**config.mk**
```make
export PLATFORM = sky130hd
export DESIGN_NAME = printer_line_text_formatter_flat
export DESIGN_NICKNAME = d
export VERILOG_FILES = /design/src/hdl/pltf_pkg.sv /design/src/hdl/pltf_if.sv /design/src/hdl/pltf_front.sv /design/src/hdl/pltf_queue.sv /design/src/hdl/pltf_back.sv /design/src/hdl/printer_line_text_formatter.sv /design/src/flat_wrapper.sv
export VERILOG_INCLUDE_DIRS = /design/src /design/src/hdl
export SDC_FILE = /design/constraint.sdc
export NUM_CORES = 1
export LEC_CHECK = 0
export ABC_AREA = 0
export BUFFER_PORTS_ARGS = -buffer_cell sky130_fd_sc_hd__buf_2
export CAP_MARGIN = 20
export CORE_ASPECT_RATIO = 0.8
export CORE_MARGIN = 3
export CORE_UTILIZATION = 31
export CTS_CLUSTER_SIZE = 12
export DETAILED_ROUTE_END_ITERATION = 7
export PLACE_DENSITY_LB_ADDON = 0.08
export REMOVE_ABC_BUFFERS = 1
export SYNTH_ARGS = -nofsm -noshare
export SYNTH_HDL_FRONTEND = slang
export SYNTH_HIERARCHICAL = 1
export SYNTH_SLANG_ARGS = --single-unit
```
**constraint.sdc**
```tcl
create_clock -name clock -period 3.8 [get_ports clock]
set_clock_uncertainty 0.05 [all_clocks]
set_input_delay 0.19 -clock clock [delete_from_list [all_inputs] [get_ports clock]]
set_output_delay 0.19 -clock clock [all_outputs]
set_load 0.02 [all_outputs]
```
**src/hdl/printer_line_text_formatter_macros.svh**
```systemverilog
// assertion helpers for the top-level file, which checks its own logic
`ifndef PRINTER_LINE_TEXT_FORMATTER_MACROS_SVH
`define PRINTER_LINE_TEXT_FORMATTER_MACROS_SVH

// same-cycle implication
`define PLTF_ASSERT_NOW(lbl, ante, cons) \
   lbl: assert property (@(posedge clock) disable iff (reset) (ante) |-> (cons)) \
      else $error("pltf check failed");

// next-cycle implication
`define PLTF_ASSERT_NEXT(lbl, ante, cons) \
   lbl: assert property (@(posedge clock) disable iff (reset) (ante) |=> (cons)) \
      else $error("pltf check failed");

`endif

```
**src/hdl/pltf_pkg.sv**
```systemverilog
package pltf_pkg;

   localparam int DEF_MAX_LINE      = 255;
   localparam int DEF_LIMIT_CMD     = 100;
   localparam int DEF_LIMIT_GENERIC = 102;
   localparam int DEF_QUEUE_DEPTH   = 4;

   localparam int BODY_SLOTS = 4;
   localparam int SLOTS      = 6;

   // item kinds
   localparam logic KIND_HEADER = 1'b0;
   localparam logic KIND_CHAR   = 1'b1;

   // printer status bits
   localparam int ST_LC_BIT = 0;
   localparam int ST_DW_BIT = 2;
   localparam int ST_RJ_BIT = 3;
   localparam int ST_EB_BIT = 4;

   // printer bytes
   localparam logic [7:0] BYTE_ESC       = 8'h1b;
   localparam logic [7:0] BYTE_EIGHT_BIT = 8'h7c;
   localparam logic [7:0] BYTE_STD_SET   = 8'hfc;
   localparam logic [7:0] BYTE_JUSTIFY   = 8'he0;
   localparam logic [7:0] BYTE_FORMAT    = 8'hd0;
   localparam logic [7:0] BYTE_CR        = 8'h0d;
   localparam logic [7:0] BYTE_LF        = 8'h0a;
   localparam logic [7:0] BYTE_NONE      = 8'h00;

   // result slots of one descriptor
   localparam logic [2:0] SLOT_ESC  = 3'd0;
   localparam logic [2:0] SLOT_SET  = 3'd1;
   localparam logic [2:0] SLOT_JUST = 3'd2;
   localparam logic [2:0] SLOT_FMT  = 3'd3;
   localparam logic [2:0] SLOT_CR   = 3'd4;
   localparam logic [2:0] SLOT_LF   = 3'd5;

   // csr address decode
   localparam logic CSR_IDX_MODE = 1'b0;

   // character translation for the command-set printer
   localparam logic [7:0] XLAT_TABLE [0:127] = '{
      8'hAF, 8'h01, 8'h3f, 8'h53, 8'h1f, 8'h7e, 8'h3e, 8'h7b,
      8'h3f, 8'h3f, 8'h0a, 8'h3f, 8'h1d, 8'h0d, 8'h07, 8'h7d,
      8'h03, 8'h0c, 8'h1e, 8'h3f, 8'h13, 8'h3f, 8'h16, 8'h7c,
      8'h45, 8'h1b, 8'h3f, 8'h3f, 8'h17, 8'h1a, 8'h1e, 8'h3f,
      8'h20, 8'h21, 8'h22, 8'h23, 8'h24, 8'h25, 8'h26, 8'h27,
      8'h28, 8'h29, 8'h2a, 8'h2b, 8'h2c, 8'h2d, 8'h2e, 8'h2f,
      8'h30, 8'h31, 8'h32, 8'h33, 8'h34, 8'h35, 8'h36, 8'h37,
      8'h38, 8'h39, 8'h3a, 8'h3b, 8'h3c, 8'h3d, 8'h3e, 8'h3f,
      8'h40, 8'h41, 8'h42, 8'h43, 8'h44, 8'h45, 8'h46, 8'h47,
      8'h48, 8'h49, 8'h4a, 8'h4b, 8'h4c, 8'h4d, 8'h4e, 8'h4f,
      8'h50, 8'h51, 8'h52, 8'h53, 8'h54, 8'h55, 8'h56, 8'h57,
      8'h58, 8'h59, 8'h5a, 8'h5b, 8'h5c, 8'h5d, 8'h5e, 8'h5f,
      8'h60, 8'h61, 8'h62, 8'h63, 8'h64, 8'h65, 8'h66, 8'h67,
      8'h68, 8'h69, 8'h6a, 8'h6b, 8'h6c, 8'h6d, 8'h6e, 8'h6f,
      8'h70, 8'h71, 8'h72, 8'h73, 8'h74, 8'h75, 8'h76, 8'h77,
      8'h78, 8'h79, 8'h7a, 8'hfb, 8'hfc, 8'hfd, 8'hfe, 8'h7f
   };

   // one classified item: up to four body bytes, then cr/lf or a bare marker
   typedef struct packed {
      logic [BODY_SLOTS-1:0][7:0] body;
      logic [SLOTS-1:0]           mask;
      logic                       bare;
   } pltf_desc_type;

   typedef struct packed {
      logic full;
      logic empty;
   } pltf_qstat_type;

endpackage

```
**src/hdl/pltf_if.sv**
```systemverilog
interface pltf_req_if;
   logic       valid;
   logic       ready;
   logic       kind;
   logic [7:0] char_code;
   logic [7:0] line_length;
   logic       want_lowercase;
   logic       want_double_wide;
   logic       want_right_justify;
   logic [7:0] printer_status;

   modport source (
      output valid, kind, char_code, line_length, want_lowercase,
             want_double_wide, want_right_justify, printer_status,
      input  ready
   );
   modport sink (
      input  valid, kind, char_code, line_length, want_lowercase,
             want_double_wide, want_right_justify, printer_status,
      output ready
   );
endinterface

interface pltf_rsp_if;
   logic       valid;
   logic       ready;
   logic [7:0] out_byte;
   logic       byte_present;
   logic       line_end;

   modport source (
      output valid, out_byte, byte_present, line_end,
      input  ready
   );
   modport sink (
      input  valid, out_byte, byte_present, line_end,
      output ready
   );
endinterface

```
**src/hdl/pltf_front.sv**
```systemverilog
module pltf_front #(
   parameter int MAX_LINE      = pltf_pkg::DEF_MAX_LINE,
   parameter int LIMIT_CMD     = pltf_pkg::DEF_LIMIT_CMD,
   parameter int LIMIT_GENERIC = pltf_pkg::DEF_LIMIT_GENERIC
) (
   input  logic                    clock,
   input  logic                    reset,
   pltf_req_if.sink                req,
   input  logic                    mode_cmd,
   input  pltf_pkg::pltf_qstat_type qstat,
   output logic                    push,
   output pltf_pkg::pltf_desc_type push_desc
);
   import pltf_pkg::*;

   logic [7:0] chars_left_ff, chars_left_in;
   logic [6:0] bytes_sent_ff, bytes_sent_in;
   logic       eight_bit_on_ff, eight_bit_on_in;
   logic       line_open_ff, line_open_in;

   logic       accept;
   logic [7:0] len_sat;
   logic [7:0] xlat_byte;

   assign req.ready = !qstat.full;
   assign accept    = req.valid && req.ready;
   assign len_sat   = (req.line_length > 8'(MAX_LINE)) ? 8'(MAX_LINE) : req.line_length;
   assign xlat_byte = XLAT_TABLE[req.char_code[6:0]];

   always_comb begin
      logic [6:0] bs;
      logic       finish;
      chars_left_in   = chars_left_ff;
      bytes_sent_in   = bytes_sent_ff;
      eight_bit_on_in = eight_bit_on_ff;
      line_open_in    = line_open_ff;
      push_desc       = '0;
      finish          = 1'b0;
      bs              = bytes_sent_ff;
      if (accept) begin
         if (req.kind == KIND_HEADER) begin
            bs              = '0;
            eight_bit_on_in = 1'b0;
            line_open_in    = 1'b1;
            chars_left_in   = len_sat;
            if (mode_cmd) begin
               if (!req.printer_status[ST_EB_BIT]) begin
                  push_desc.mask[SLOT_ESC] = 1'b1;
                  push_desc.mask[SLOT_SET] = 1'b1;
                  push_desc.body[SLOT_ESC[1:0]] = BYTE_ESC;
                  push_desc.body[SLOT_SET[1:0]] = BYTE_EIGHT_BIT;
                  bs = bs + 7'd2;
               end
               eight_bit_on_in = 1'b1;
               if (req.printer_status[ST_RJ_BIT] != req.want_right_justify) begin
                  push_desc.mask[SLOT_JUST] = 1'b1;
                  push_desc.body[SLOT_JUST[1:0]] =
                     BYTE_JUSTIFY | {4'b0, req.want_right_justify, 3'b0};
                  bs = bs + 7'd1;
               end
               if ((req.printer_status[ST_LC_BIT] != req.want_lowercase) ||
                   (req.printer_status[ST_DW_BIT] != req.want_double_wide)) begin
                  push_desc.mask[SLOT_FMT] = 1'b1;
                  push_desc.body[SLOT_FMT[1:0]] =
                     BYTE_FORMAT | {5'b0, req.want_double_wide, 1'b0, req.want_lowercase};
                  bs = bs + 7'd1;
               end
            end
            finish = (len_sat == 8'd0);
         end else if (line_open_ff && chars_left_ff != 8'd0) begin
            if (mode_cmd) begin
               if (bytes_sent_ff < 7'(LIMIT_CMD)) begin
                  // one-time switch back to the standard set
                  if (xlat_byte[7] && eight_bit_on_ff) begin
                     push_desc.mask[SLOT_ESC] = 1'b1;
                     push_desc.body[SLOT_ESC[1:0]] = BYTE_STD_SET;
                     eight_bit_on_in = 1'b0;
                     bs = bs + 7'd1;
                  end
                  push_desc.mask[SLOT_SET] = 1'b1;
                  push_desc.body[SLOT_SET[1:0]] = {1'b0, xlat_byte[6:0]};
                  bs = bs + 7'd1;
               end
            end else if (bytes_sent_ff < 7'(LIMIT_GENERIC)) begin
               push_desc.mask[SLOT_SET] = 1'b1;
               push_desc.body[SLOT_SET[1:0]] = {1'b0, req.char_code[6:0]};
               bs = bs + 7'd1;
            end
            chars_left_in = chars_left_ff - 8'd1;
            finish = (chars_left_ff == 8'd1);
         end
         if (finish) begin
            if (mode_cmd || bs < 7'(LIMIT_GENERIC)) begin
               push_desc.mask[SLOT_CR] = 1'b1;
               push_desc.mask[SLOT_LF] = 1'b1;
            end else begin
               push_desc.mask[SLOT_CR] = 1'b1;
               push_desc.bare = 1'b1;
            end
            line_open_in    = 1'b0;
            chars_left_in   = 8'd0;
            eight_bit_on_in = 1'b0;
         end
         bytes_sent_in = bs;
      end
      push = accept && (push_desc.mask != '0);
   end

   always_ff @(posedge clock) begin
      if (reset) begin
         chars_left_ff   <= '0;
         bytes_sent_ff   <= '0;
         eight_bit_on_ff <= 1'b0;
         line_open_ff    <= 1'b0;
      end else begin
         chars_left_ff   <= chars_left_in;
         bytes_sent_ff   <= bytes_sent_in;
         eight_bit_on_ff <= eight_bit_on_in;
         line_open_ff    <= line_open_in;
      end
   end

endmodule

```
**src/hdl/pltf_queue.sv**
```systemverilog
module pltf_queue #(
   parameter int DEPTH = pltf_pkg::DEF_QUEUE_DEPTH
) (
   input  logic                     clock,
   input  logic                     reset,
   input  logic                     push,
   input  pltf_pkg::pltf_desc_type  push_desc,
   input  logic                     pop,
   output pltf_pkg::pltf_desc_type  head_desc,
   output pltf_pkg::pltf_qstat_type qstat
);
   import pltf_pkg::*;

   localparam int PTR_W = (DEPTH > 1) ? $clog2(DEPTH) : 1;
   localparam int CNT_W = $clog2(DEPTH + 1);

   pltf_desc_type    mem_ff [DEPTH];
   logic [PTR_W-1:0] wr_ptr_ff, wr_ptr_in;
   logic [PTR_W-1:0] rd_ptr_ff, rd_ptr_in;
   logic [CNT_W-1:0] count_ff, count_in;

   assign qstat.full  = (count_ff == CNT_W'(DEPTH));
   assign qstat.empty = (count_ff == '0);
   assign head_desc   = mem_ff[rd_ptr_ff];

   always_comb begin
      wr_ptr_in = wr_ptr_ff;
      rd_ptr_in = rd_ptr_ff;
      count_in  = count_ff;
      if (push) begin
         wr_ptr_in = (wr_ptr_ff == PTR_W'(DEPTH - 1)) ? '0 : wr_ptr_ff + 1'b1;
      end
      if (pop) begin
         rd_ptr_in = (rd_ptr_ff == PTR_W'(DEPTH - 1)) ? '0 : rd_ptr_ff + 1'b1;
      end
      if (push && !pop) begin
         count_in = count_ff + 1'b1;
      end else if (pop && !push) begin
         count_in = count_ff - 1'b1;
      end
   end

   always_ff @(posedge clock) begin
      if (push) begin
         mem_ff[wr_ptr_ff] <= push_desc;
      end
   end

   always_ff @(posedge clock) begin
      if (reset) begin
         wr_ptr_ff <= '0;
         rd_ptr_ff <= '0;
         count_ff  <= '0;
      end else begin
         wr_ptr_ff <= wr_ptr_in;
         rd_ptr_ff <= rd_ptr_in;
         count_ff  <= count_in;
      end
   end

endmodule

```
**src/hdl/pltf_back.sv**
```systemverilog
module pltf_back (
   input  logic                     clock,
   input  logic                     reset,
   input  pltf_pkg::pltf_desc_type  head_desc,
   input  pltf_pkg::pltf_qstat_type qstat,
   output logic                     pop,
   pltf_rsp_if.source               rsp
);
   import pltf_pkg::*;

   pltf_desc_type    cur_ff, cur_in;
   logic [SLOTS-1:0] mask_ff, mask_in;
   logic             valid_ff, valid_in;
   logic [7:0]       byte_ff, byte_in;
   logic             present_ff, present_in;
   logic             end_ff, end_in;

   logic             out_free;
   logic             have;
   logic             emit;
   logic [2:0]       slot;
   logic [SLOTS-1:0] rem;

   assign out_free = !valid_ff || rsp.ready;
   assign have     = (mask_ff != '0);
   assign emit     = have && out_free;

   // lowest pending slot goes out first
   always_comb begin
      slot = SLOT_ESC;
      for (int i = SLOTS - 1; i >= 0; i--) begin
         if (mask_ff[i]) begin
            slot = 3'(i);
         end
      end
   end

   assign rem = mask_ff & ~(SLOTS'(1) << slot);
   assign pop = !qstat.empty && (!have || (emit && rem == '0));

   always_comb begin
      cur_in     = cur_ff;
      mask_in    = mask_ff;
      valid_in   = valid_ff && !rsp.ready;
      byte_in    = byte_ff;
      present_in = present_ff;
      end_in     = end_ff;
      if (emit) begin
         valid_in = 1'b1;
         mask_in  = rem;
         case (slot)
            SLOT_CR: begin
               byte_in    = cur_ff.bare ? BYTE_NONE : BYTE_CR;
               present_in = !cur_ff.bare;
               end_in     = cur_ff.bare;
            end
            SLOT_LF: begin
               byte_in    = BYTE_LF;
               present_in = 1'b1;
               end_in     = 1'b1;
            end
            default: begin
               byte_in    = cur_ff.body[slot[1:0]];
               present_in = 1'b1;
               end_in     = 1'b0;
            end
         endcase
      end
      if (pop) begin
         cur_in  = head_desc;
         mask_in = head_desc.mask;
      end
   end

   always_ff @(posedge clock) begin
      if (reset) begin
         mask_ff  <= '0;
         valid_ff <= 1'b0;
      end else begin
         mask_ff  <= mask_in;
         valid_ff <= valid_in;
      end
   end

   always_ff @(posedge clock) begin
      cur_ff     <= cur_in;
      byte_ff    <= byte_in;
      present_ff <= present_in;
      end_ff     <= end_in;
   end

   assign rsp.valid        = valid_ff;
   assign rsp.out_byte     = byte_ff;
   assign rsp.byte_present = present_ff;
   assign rsp.line_end     = end_ff;

endmodule

```
**src/hdl/printer_line_text_formatter.sv**
```systemverilog
// the first result of an item goes through the item queue, the current-item register and
//   the output register; throughput: one req transfer per cycle while the item queue has room;
//   results leave at one per cycle while rsp is ready, through the single output register,
//   and a header makes up to 6 results
// reset: synchronous, active high; clears line state, queue and output valid, and sets
//   the mode register to the command set
`include "printer_line_text_formatter_macros.svh"

module printer_line_text_formatter #(
   parameter int MAX_LINE      = pltf_pkg::DEF_MAX_LINE,
   parameter int LIMIT_CMD     = pltf_pkg::DEF_LIMIT_CMD,
   parameter int LIMIT_GENERIC = pltf_pkg::DEF_LIMIT_GENERIC,
   parameter int QUEUE_DEPTH   = pltf_pkg::DEF_QUEUE_DEPTH
) (
   input  logic        clock,
   input  logic        reset,
   pltf_req_if.sink    req_chan,
   pltf_rsp_if.source  rsp_chan,
   input  logic        csr_psel,
   input  logic        csr_penable,
   input  logic        csr_pwrite,
   input  logic [2:0]  csr_paddr,
   input  logic [31:0] csr_pwdata,
   output logic [31:0] csr_prdata,
   output logic        csr_pready
);
   import pltf_pkg::*;

   logic           mode_ff, mode_in;
   logic           csr_wr;
   logic           mode_wr;
   logic           rsp_bare;
   logic           q_push;
   logic           q_pop;
   pltf_desc_type  q_push_desc;
   pltf_desc_type  q_head_desc;
   pltf_qstat_type q_stat;

   assign csr_pready = 1'b1;
   assign csr_wr     = csr_psel && csr_penable && csr_pwrite && csr_pready;
   assign mode_wr    = csr_wr && (csr_paddr[2] == CSR_IDX_MODE);
   assign csr_prdata = (csr_paddr[2] == CSR_IDX_MODE) ? {31'b0, mode_ff} : '0;
   assign rsp_bare   = rsp_chan.valid && !rsp_chan.byte_present;

   always_comb begin
      mode_in = mode_ff;
      if (mode_wr) begin
         mode_in = csr_pwdata[0];
      end
   end

   always_ff @(posedge clock) begin
      if (reset) begin
         mode_ff <= 1'b1;
      end else begin
         mode_ff <= mode_in;
      end
   end

   pltf_front #(
      .MAX_LINE      (MAX_LINE),
      .LIMIT_CMD     (LIMIT_CMD),
      .LIMIT_GENERIC (LIMIT_GENERIC)
   ) u_front (
      .clock     (clock),
      .reset     (reset),
      .req       (req_chan),
      .mode_cmd  (mode_ff),
      .qstat     (q_stat),
      .push      (q_push),
      .push_desc (q_push_desc)
   );

   pltf_queue #(
      .DEPTH (QUEUE_DEPTH)
   ) u_queue (
      .clock     (clock),
      .reset     (reset),
      .push      (q_push),
      .push_desc (q_push_desc),
      .pop       (q_pop),
      .head_desc (q_head_desc),
      .qstat     (q_stat)
   );

   pltf_back u_back (
      .clock     (clock),
      .reset     (reset),
      .head_desc (q_head_desc),
      .qstat     (q_stat),
      .pop       (q_pop),
      .rsp       (rsp_chan)
   );

   `PLTF_ASSERT_NOW(a_no_overflow, q_push, !q_stat.full)
   `PLTF_ASSERT_NOW(a_no_underflow, q_pop, !q_stat.empty)
   `PLTF_ASSERT_NEXT(a_mode_write, mode_wr, mode_ff == $past(csr_pwdata[0]))
   `PLTF_ASSERT_NOW(a_bare_marker, rsp_bare, rsp_chan.line_end && rsp_chan.out_byte == BYTE_NONE)

endmodule
```
**src/flat_wrapper.sv**
```systemverilog
// flat-port wrapper written by rule: the top's interface ports become plain ports
module printer_line_text_formatter_flat import pltf_pkg::*;
#(
   parameter int MAX_LINE      = pltf_pkg::DEF_MAX_LINE,
   parameter int LIMIT_CMD     = pltf_pkg::DEF_LIMIT_CMD,
   parameter int LIMIT_GENERIC = pltf_pkg::DEF_LIMIT_GENERIC,
   parameter int QUEUE_DEPTH   = pltf_pkg::DEF_QUEUE_DEPTH
)
  (clock, reset, csr_psel, csr_penable, csr_pwrite, csr_paddr, csr_pwdata, csr_prdata, csr_pready, req_chan_valid, req_chan_kind, req_chan_char_code, req_chan_line_length, req_chan_want_lowercase, req_chan_want_double_wide, req_chan_want_right_justify, req_chan_printer_status, req_chan_ready, rsp_chan_valid, rsp_chan_out_byte, rsp_chan_byte_present, rsp_chan_line_end, rsp_chan_ready);
  pltf_req_if req_chan_i ();
  pltf_rsp_if rsp_chan_i ();
  input  logic clock;
  input  logic reset;
  input  logic csr_psel;
  input  logic csr_penable;
  input  logic csr_pwrite;
  input  logic [2:0] csr_paddr;
  input  logic [31:0] csr_pwdata;
  output logic [31:0] csr_prdata;
  output logic csr_pready;
  input wire logic [$bits(req_chan_i.valid)-1:0] req_chan_valid;
  input wire logic [$bits(req_chan_i.kind)-1:0] req_chan_kind;
  input wire logic [$bits(req_chan_i.char_code)-1:0] req_chan_char_code;
  input wire logic [$bits(req_chan_i.line_length)-1:0] req_chan_line_length;
  input wire logic [$bits(req_chan_i.want_lowercase)-1:0] req_chan_want_lowercase;
  input wire logic [$bits(req_chan_i.want_double_wide)-1:0] req_chan_want_double_wide;
  input wire logic [$bits(req_chan_i.want_right_justify)-1:0] req_chan_want_right_justify;
  input wire logic [$bits(req_chan_i.printer_status)-1:0] req_chan_printer_status;
  output wire logic [$bits(req_chan_i.ready)-1:0] req_chan_ready;
  output wire logic [$bits(rsp_chan_i.valid)-1:0] rsp_chan_valid;
  output wire logic [$bits(rsp_chan_i.out_byte)-1:0] rsp_chan_out_byte;
  output wire logic [$bits(rsp_chan_i.byte_present)-1:0] rsp_chan_byte_present;
  output wire logic [$bits(rsp_chan_i.line_end)-1:0] rsp_chan_line_end;
  input wire logic [$bits(rsp_chan_i.ready)-1:0] rsp_chan_ready;
  assign req_chan_i.valid = req_chan_valid;
  assign req_chan_i.kind = req_chan_kind;
  assign req_chan_i.char_code = req_chan_char_code;
  assign req_chan_i.line_length = req_chan_line_length;
  assign req_chan_i.want_lowercase = req_chan_want_lowercase;
  assign req_chan_i.want_double_wide = req_chan_want_double_wide;
  assign req_chan_i.want_right_justify = req_chan_want_right_justify;
  assign req_chan_i.printer_status = req_chan_printer_status;
  assign req_chan_ready = req_chan_i.ready;
  assign rsp_chan_valid = rsp_chan_i.valid;
  assign rsp_chan_out_byte = rsp_chan_i.out_byte;
  assign rsp_chan_byte_present = rsp_chan_i.byte_present;
  assign rsp_chan_line_end = rsp_chan_i.line_end;
  assign rsp_chan_i.ready = rsp_chan_ready;
  printer_line_text_formatter #(.MAX_LINE(MAX_LINE), .LIMIT_CMD(LIMIT_CMD), .LIMIT_GENERIC(LIMIT_GENERIC), .QUEUE_DEPTH(QUEUE_DEPTH)) u_core (.clock(clock), .reset(reset), .req_chan(req_chan_i), .rsp_chan(rsp_chan_i), .csr_psel(csr_psel), .csr_penable(csr_penable), .csr_pwrite(csr_pwrite), .csr_paddr(csr_paddr), .csr_pwdata(csr_pwdata), .csr_prdata(csr_prdata), .csr_pready(csr_pready));
endmodule
```
==> results_dict.tcl, run 1 <==
set metrics [dict create \
    core_area_um2 35000 \
    ys_seq_area_share_pct 60.1 \
    cp-end-kind "flip-flop" \
    num_rows 61 \
    cp_slowest_stage_delay_ps 480 \
    power.leakage_nw 4.41 \
    crit_slowest_cell "a211oi_2" \
    syn_area_per_cell_um2 13.7 \
    synthFlopType "edfxtp_1" \
    synthMuxAreaShare_pct 10.6 \
    avgViaCountPerCell 4.92 \
    critPathKind "reg -> reg" \
    die_h_um 175 \
    synth-simple-area-share_pct 9.39 \
    crit_buf_inv 1 \
    tns_ps 0 \
    dpl_cell_area_um2 11800 \
    num_io_pins 115 \
    drtIter0Drc 440 \
    path_cells "a211oi_2 -> nor3_1 -> or3_4 -> nand2_1 -> nand2b_1 -> a21oi_1 -> ha_1 -> inv_1 -> fa_1 -> xor2_1 -> or3_1 -> a21oi_1" \
    synth_top_family_by_area "multiplexers" \
    fin_area_um2 12600 \
    fillCellCount 3459 \
    synth-seq-cells 233 \
    area_growth_pct 13.9 \
    grt_max_degree 40 \
    dp_hpwl_um 17500 \
    yosysMostFrequentCell "edfxtp_1" \
    cp.arrival_ps 3880 \
    synth-edff-count 199 \
    grt_pass1_vias 6774 \
    clockBufferDepth 3 \
    synth_top_area_share_pct 54.0 \
    synthTopCellsByCount "199 x edfxtp_1, 63 x nor2_1, 55 x buf_4" \
    grt.total_usage_pct 13.8 \
    n_antenna_cell 0 \
    gp_congestion 0.855 \
    die_w_um 217 \
    drt-total-wl_um 26300 \
    die-area_um2 38000 \
    hold_class "in -> reg" \
    initial_core_util_pct 31.7 \
    cp_max_fo 14 \
    maxCapViolations 0 \
    vdd_drop_max_uv 292 \
    synth_area_um2 11100 \
    io_buffer_count 44 \
    ys_warn_count 6 \
    antenna_found_initial 2 \
    synthAdderAreaFrac_pct 2.53 \
    cts_tree "built" \
    max_freq_mhz 286 \
    synth_area_leaders "edfxtp_1 54%, mux4_2 7.9%, dfxtp_1 6.1%" \
    layout_min_cycle_time_ps 3500 \
    fin_util_pct 36.1 \
    path_delay_family "simple AND/OR/NAND/NOR gates" \
    holdWs_ps 54.0 \
    htreeDepth 1 \
    synthArstFlopShare_pct 0 \
    post_drt_wl_per_cell_um 19.4 \
    vias 6679 \
    final_hold_viol_count 0 \
    grt_remaining_overflow 0 \
    synthCells 809 \
    cts.reportedPaths.clkPinSlew_ps 60 \
    drive_above_1_share_pct 22.5 \
    rsz0062_at_grt "no" \
    grt_pass1_wl_um 40700 \
    period_share_pct 92.0 \
    slew_headroom_pct 35.9 \
    clock_latency_ps 520 \
    synth_compound_area_share_pct 9.96 \
    synth_xor_area_share_pct 1.19 \
    setup_slack_ps 303 \
    first_pass_iters 5 \
    cts_root_buffer "clkbuf_16" \
    final_max_slew_viol_count 0 \
    synth_cell_types 86 \
    numCtsBuffers 27 \
    drc 0 \
    worstMarginPinSlew_ps 958 \
    clock_sinks 233 \
    crit_required_ps 4180 \
    finalSetupViolations 0 \
    outcome "completed" \
    powerDensity_nw_per_um2 666 \
    drtAntennaViolNets 0 \
    place_ws_ps 302 \
    path_common_cell "a21oi_1" \
    nNetsFinal 960 \
    synth.largest_area_cell "edfxtp_1" \
    start_kind "flip-flop" \
]
[cell type report]
| type | count | area [µm²] | area share [%] |
|---|---|---|---|
| Sequential cell | 233 | 6660 | 52.8 |
| Clock buffer | 37 | 713 | 5.65 |
| Tap cell | 472 | 591 | 4.68 |
| Timing Repair Buffer | 81 | 608 | 4.82 |
| Clock inverter | 8 | 48.8 | 0.387 |
| Multi-Input combinational cell | 497 | 3890 | 30.8 |
| Inverter | 29 | 109 | 0.863 |
[where the power goes]
group | switching [W] | total (W) | leakage [nW] | internal, W
registers | 0.000307 | 0.00373 | 2.13 | 0.00342
clock network | 0.000968 | 0.00227 | 0.374 | 0.00130
logic | 0.00141 | 0.00240 | 1.91 | 0.000993
total | 0.00268 | 0.00840 | 4.41 | 0.00572
[flip-flops by register name, summed over array words and instances, names as in the netlist, named ones only]
register / count
u_core/u_queue/count_ff: 3
u_core/u_queue/rd_ptr_ff: 2
u_core/u_queue/mem_ff: 156
u_core/u_queue/wr_ptr_ff: 2
u_core/u_back/mask_ff: 6
u_core/u_front/eight_bit_on_ff: 1
u_core/u_back/rsp.valid: 1
u_core/u_back/cur_ff: 33
u_core/u_front/bytes_sent_ff: 7
u_core/u_back/rsp.line_end: 1
u_core/mode_ff: 1
u_core/u_back/rsp.byte_present: 1
u_core/u_back/rsp.out_byte: 8
u_core/u_front/chars_left_ff: 8
u_core/u_front/line_open_ff: 1
[repair_timing]
action,4_1_cts,5_1_grt
hold buffers,4,0
hold endpoints to repair,3,0
resized for setup,0,0
buffers inserted,0,0
[cell usage in the layout (no fill, tap or decap), types with 12 or more instances in the layout]
| cell type | n |
|---|---|
| buf_4 | 25 |
| nand2_1 | 41 |
| nor2b_1 | 13 |
| ha_1 | 20 |
| a21oi_1 | 40 |
| nand3_1 | 12 |
| o21ai_0 | 25 |
| inv_1 | 28 |
| edfxtp_1 | 199 |
| conb_1 | 40 |
| mux4_2 | 39 |
| dfxtp_1 | 32 |
| nor3_1 | 15 |
| nor2_1 | 62 |
| mux2i_1 | 19 |
| buf_2 | 44 |
| clkbuf_16 | 27 |
[metrics by stage]
| stage | power (W) | instances |
|---|---|---|
| floorplan | 0.00534 | 759 |
| global placement | 0.00622 | 1308 |
| detailed placement | 0.00625 | 1308 |
| CTS | 0.00858 | 1357 |
| global route | 0.00891 | 1357 |
| finish | 0.00840 | 1357 |
[cells by family (layout without fill, tap and decap cells)]
family / after synthesis / after routing
and+or+nand+nor: 200 / 200
AOI/OAI and AO/OA: 153 / 153
muxes: 67 / 67
buffers and inverters: 116 / 155
xor gates and xnor gates: 15 / 15
DFF: 233 / 233
adders and majority gates: 22 / 22
other: 3 / 40
[worst min-delay path, delay by kind of cell]
| family | cells | cell delay [ps] |
|---|---|---|
| buffers and inverters | 1 | 90 |
| and+or+nand+nor | 2 | 120 |
| AOI/OAI and AO/OA | 2 | 190 |
[path summary, 6_finish.rpt]
check             cells after the start                               to  slack [ps]                             from
setup / recovery                     12       u_core/u_queue/count_ff[2]         300  u_core/u_front/bytes_sent_ff[3]
hold / removal                        5  u_core/u_front/chars_left_ff[4]          50          req_chan_line_length[4]
setup reg to reg                     12       u_core/u_queue/count_ff[2]         300  u_core/u_front/bytes_sent_ff[3]
hold reg to reg                       2  u_core/u_front/chars_left_ff[6]         440  u_core/u_front/chars_left_ff[6]
[routing by layer]
layer	global-route usage, %	vias up	share of wire (%)
li1	-	3102	-
met1	19.7	3428	48
met2	22.5	114	47
met3	1.93	35	3.3
met4	2.80	0	1.7
met5	0	-	0
Note: power is estimated with default switching activity, not from simulation.
==> run 2, diff against run 1 <==
Settings changed: REMOVE_ABC_BUFFERS 1 to not set, SLEW_MARGIN set to 20.
==> run 2 against run 1 <==
Global-route usage fell by 0.35 points. Total power rose by 0.59%. Non-clock buffer count fell by 8. Critical endpoint unchanged. Largest power group unchanged. Highest routed layer unchanged.
==> results_dict.tcl, run 2 (same netlist as run 1, synthesis figures left out) <==
set metrics [dict create \
    num_rows 61 \
    cp.arrival_ps 3880 \
    final_hold_viol_count 0 \
    grt_pass1_wl_um 39900 \
    hold_class "in -> reg" \
    cp_slowest_stage_delay_ps 440 \
    start_kind "flip-flop" \
    max_freq_mhz 287 \
    critPathKind "reg -> reg" \
    n_antenna_cell 0 \
    io_buffer_count 44 \
    tns_ps 0 \
    cp_max_fo 5 \
    grt.busiest_layer "met2" \
    final_max_slew_viol_count 0 \
    post_cts_resized 0 \
    largest_reg_flops 156 \
    area_growth_pct 13.4 \
    power.leakage_nw 4.38 \
    period_share_pct 91.7 \
    drtIter0Drc 495 \
    cts.reportedPaths.clkPinSlew_ps 60 \
    maxCapViolations 0 \
    drtAntennaViolNets 0 \
    grt_pass1_vias 6822 \
    crit_slowest_cell "or3_4" \
    grtUsageMet3_pct 2.42 \
    dp_cells 1299 \
    die-area_um2 38000 \
    vias 6602 \
    initial_core_util_pct 31.7 \
    finalPower_w 0.00845 \
    use_met1_pct 18.7 \
    r2r_end "u_core/u_queue/count_ff[2]" \
    path_delay_family "adder cells" \
    first_pass_iters 5 \
    avgViaCountPerCell 4.88 \
    reg2reg_setup_slack_ps 320 \
    clockBufferDepth 3 \
    dp_hpwl_um 16500 \
    antenna_found_initial 0 \
    htreeDepth 1 \
    cp-end-kind "flip-flop" \
    crit_required_ps 4200 \
    grt_max_degree 40 \
    numCtsBuffers 26 \
    grt_remaining_overflow 0 \
    layout_commonest_cell "edfxtp_1" \
    core_area_um2 35000 \
    final_cell_mix "199 x edfxtp_1, 62 x nor2_1, 44 x buf_2, 41 x nand2_1" \
    drc 0 \
    postCtsHoldBufs 5 \
    clock_sinks 233 \
    cts_setup_buffers 0 \
    place_ws_ps 267 \
    setup_slack_ps 317 \
    worstHoldPathCells 3 \
    die_h_um 175 \
    worstMarginPinSlew_ps 962 \
    finalSetupViolations 0 \
    powerDensity_nw_per_um2 673 \
    top_regs "u_core/u_queue/mem_ff (156), u_core/u_back/cur_ff (33)" \
    die_w_um 217 \
    hold_start "rsp_chan_ready" \
    use_met2_pct 21.8 \
    num_io_pins 115 \
    gp_congestion 0.829 \
    path_cells "inv_1 -> ha_1 -> a31o_2 -> or3_4 -> nand2_1 -> nand2b_1 -> a21oi_1 -> ha_1 -> inv_1 -> fa_1 -> xor2_1 -> or3_1 -> a21oi_1" \
    final_cells 1352 \
    r2r_start "u_core/u_front/chars_left_ff[0]" \
    whs_endpoint "u_core/u_back/mask_ff[0]" \
    clock_latency_ps 540 \
    layout_min_cycle_time_ps 3480 \
    nNetsFinal 951 \
    crit_buf_inv 2 \
    grt.total_usage_pct 13.4 \
    cts_tree "built" \
    cts_root_buffer "clkbuf_16" \
    rsz0062_at_grt "no" \
    vdd_drop_max_uv 298 \
    outcome "completed" \
    post_drt_wl_per_cell_um 19.0 \
    largest_register "u_core/u_queue/mem_ff" \
    drive_above_1_share_pct 21.5 \
    drt-total-wl_um 25700 \
    worst_r2r_path_depth 13 \
    fin_util_pct 35.9 \
    slew_headroom_pct 35.4 \
]
-- run 2: cell count changes in the layout (fill, tap and decap cells not counted), sizes merged --
cell         delta
dlygate4sd3     +1
bufinv          +1
buf             -9
clkbuf          +1
clkinvlp        -1
clkinv          +2
-- run 2: worst max path at each step --
stage                                          startpoint                           to  slack (ps)  cells past startpoint
after floorplan                   u_core/u_back/rsp.valid   u_core/u_queue/count_ff[2]         260                     12
after global placement              req_chan_char_code[0]  u_core/u_queue/mem_ff[0][0]         340                     13
after detailed placement            req_chan_char_code[1]  u_core/u_queue/mem_ff[0][0]         270                     13
after CTS                 u_core/u_front/chars_left_ff[0]   u_core/u_queue/count_ff[2]         330                     13
after global routing      u_core/u_front/chars_left_ff[2]   u_core/u_queue/count_ff[2]         160                     13
final                     u_core/u_front/chars_left_ff[0]   u_core/u_queue/count_ff[2]         320                     13
-- run 2: area by class of cell --
cell class / instances / area, µm²
Timing Repair Buffer: 73 / 513
Clock inverter: 10 / 90.1
Sequential cell: 233 / 6660
Fill cell: 3444 / 22400
Multi-Input combinational cell: 497 / 3890
Tap cell: 472 / 591
Clock buffer: 38 / 706
Inverter: 29 / 109
-- run 2: power by group --
group / leakage [nW] / switching, W / internal, W
Sequential: 2.13 / 0.000259 / 0.00342
Clock: 0.387 / 0.000995 / 0.00136
Combinational: 1.86 / 0.00144 / 0.000976
Total: 4.38 / 0.00269 / 0.00576
-- run 2: per-stage QoR --
step | area (µm²) | hold slack (ps)
2_1_floorplan | 11200 | 209
3_3_place_gp | 11700 | 427
3_5_place_dp | 11700 | 434
4_1_cts | 12600 | 9.10
5_1_grt | 12600 | 41.2
6_report | 12600 | 44.6
-- run 2: worst register-to-register path: stages (launching register included) --
cell	delay, ps
dfxtp_1	380
inv_1	110
ha_1	290
a31o_2	280
or3_4	450
nand2_1	100
nand2b_1	80
a21oi_1	250
ha_1	260
inv_1	70
fa_1	440
xor2_1	170
or3_1	310
a21oi_1	170
-- run 2: metal layers --
metal  vias to the layer above  routed length [µm]
met3                        43                 994
met1                      3314               12200
li1                       3091                   -
met5                         -                   0
met2                       154               11900
met4                         0                 590
==> run 3, diff against run 2 <==
Settings changed: CTS_BUF_LIST set to sky130_fd_sc_hd__clkbuf_4 sky130_fd_sc_hd__clkbuf_8, PLACE_DENSITY set to 0.47, PLACE_DENSITY_LB_ADDON 0.08 to not set.
==> run 3 against run 2 <==
First-iteration DRC count down 21%. Die area unchanged. Worst setup slack better by 140 ps. Routed wire length down 4.7%. Cell count up 1.9%. Worst hold slack better by 11 ps. Via count down 1.3%. Critical path depth unchanged. Total power down 4.2%. Fmax up 4.0%. Largest power group unchanged.
==> results_dict.tcl, run 3 (same netlist as run 1, synthesis figures left out) <==
set metrics [dict create \
    path_delay_family "adder cells" \
    worstHoldPathCells 5 \
    cp.arrival_ps 3760 \
    dp_hpwl_um 16100 \
    cp-end-kind "flip-flop" \
    avgViaCountPerCell 4.73 \
    die_w_um 217 \
    drtIter0Drc 390 \
    power.leakage_nw 4.39 \
    drive_above_1_share_pct 24.2 \
    grt_pass1_vias 6623 \
    critPathKind "reg -> reg" \
    fin_util_pct 35.7 \
    io_buffer_count 44 \
    crit_required_ps 4220 \
    r2r_start "u_core/u_front/chars_left_ff[0]" \
    tns_ps 0 \
    finalSetupViolations 0 \
    cp_max_fo 5 \
    outcome "completed" \
    top_regs "u_core/u_queue/mem_ff (156), u_core/u_back/cur_ff (33)" \
    vias 6518 \
    postCtsHoldBufs 8 \
    whs_endpoint "u_core/u_front/chars_left_ff[7]" \
    cts_root_buffer "clkbuf_8" \
    drtAntennaViolNets 0 \
    layout_commonest_cell "edfxtp_1" \
    cp_slowest_stage_delay_ps 430 \
    layout_min_cycle_time_ps 3350 \
    worstMarginPinSlew_ps 1090 \
    antenna_found_initial 0 \
    start_kind "flip-flop" \
    num_io_pins 115 \
    maxCapViolations 0 \
    hold_start "req_chan_line_length[7]" \
    reg2reg_setup_slack_ps 450 \
    period_share_pct 88.1 \
    cts_setup_buffers 0 \
    area_growth_pct 12.7 \
    nNetsFinal 975 \
    clock_sinks 233 \
    clockBufferDepth 3 \
    grt_remaining_overflow 0 \
    numCtsBuffers 39 \
    die_h_um 175 \
    cts_tree "built" \
    r2r_end "u_core/u_queue/count_ff[2]" \
    worst_r2r_path_depth 13 \
    post_cts_resized 0 \
    clock_latency_ps 540 \
    holdWs_ps 55.5 \
    fillCellCount 3437 \
    n_antenna_cell 0 \
    powerDensity_nw_per_um2 649 \
    largest_register "u_core/u_queue/mem_ff" \
    drt-total-wl_um 24400 \
    final_max_slew_viol_count 0 \
    grt_pass1_wl_um 38300 \
    dp_cells 1307 \
    die-area_um2 38000 \
    path_cells "inv_1 -> ha_1 -> a31o_2 -> or3_4 -> nand2_1 -> nand2b_1 -> a21oi_1 -> ha_1 -> inv_1 -> fa_1 -> xor2_1 -> or3_1 -> a21oi_1" \
    vdd_drop_max_uv 416 \
    initial_core_util_pct 31.7 \
    crit_buf_inv 2 \
    grt.total_usage_pct 12.9 \
    cts.reportedPaths.clkPinSlew_ps 70 \
    htreeDepth 2 \
    final_cells 1378 \
    first_pass_iters 5 \
    core_area_um2 35000 \
    num_rows 61 \
    slew_headroom_pct 26.5 \
    gp_congestion 0.837 \
    grt_max_degree 38 \
    max_freq_mhz 299 \
    largest_reg_flops 156 \
    rsz0062_at_grt "no" \
    final_hold_viol_count 0 \
    hold_class "in -> reg" \
    crit_slowest_cell "or3_4" \
    final_cell_mix "199 x edfxtp_1, 62 x nor2_1, 44 x buf_2, 41 x nand2_1" \
    drc 0 \
    post_drt_wl_per_cell_um 17.7 \
]
## run 3: cell count changes in the layout (fill, tap and decap cells not counted), moves of 2 or more
cell	delta
dlygate4sd3_1	+3
clkinv_1	+4
clkbuf_8	+38
buf_4	+12
clkbuf_16	-26
buf_12	-4
clkinvlp_4	+2
clkbuf_4	+11
clkbuf_1	-11
## run 3: how the worst max path moves through the flow
stage | slack (ps) | cells past startpoint | start | to
after floorplan | 260 | 12 | u_core/u_back/rsp.valid | u_core/u_queue/count_ff[2]
after global placement | 490 | 13 | req_chan_char_code[1] | u_core/u_queue/mem_ff[0][0]
after detailed placement | 450 | 13 | u_core/u_front/chars_left_ff[0] | u_core/u_queue/count_ff[2]
after CTS | 420 | 13 | u_core/u_front/chars_left_ff[0] | u_core/u_queue/count_ff[2]
after global routing | 170 | 13 | u_core/u_front/chars_left_ff[0] | u_core/u_queue/count_ff[2]
final | 450 | 13 | u_core/u_front/chars_left_ff[0] | u_core/u_queue/count_ff[2]
## run 3: routing by layer
layer	up-vias	track usage [%]	part of all wire [%]
met5	-	0	0
met4	0	3.18	1.7
met3	35	2.89	4.2
met2	120	19.4	45
met1	3234	18.9	50
li1	3129	-	-
## run 3: final cells by class
| class | count | area (µm²) | area share [%] |
|---|---|---|---|
| inverter | 29 | 109 | 0.872 |
| multi-input combinational | 497 | 3890 | 31.1 |
| timing repair buffer | 84 | 553 | 4.43 |
| clock buffer | 50 | 619 | 4.96 |
| sequential | 233 | 6660 | 53.3 |
| tap | 472 | 591 | 4.73 |
| clock inverter | 13 | 67.6 | 0.541 |
## run 3: metrics by stage
stage          power (W)  setup WS (ps)  area, µm²
2_1_floorplan    0.00546            264      11200
3_3_place_gp     0.00613            488      11700
3_5_place_dp     0.00615            446      11700
4_1_cts          0.00825            420      12500
5_1_grt          0.00862            166      12500
6_report         0.00810            452      12500
## run 3: worst min-delay path: stages
cell and delay [ps]:
buf_2 90, nor2_1 60, a21oi_1 120, a22oi_1 80
nor2_1 90
## run 3: power by group
part           internal, W  switching, W
combinational     0.000966       0.00136
clock              0.00106      0.000984
sequential         0.00343      0.000300
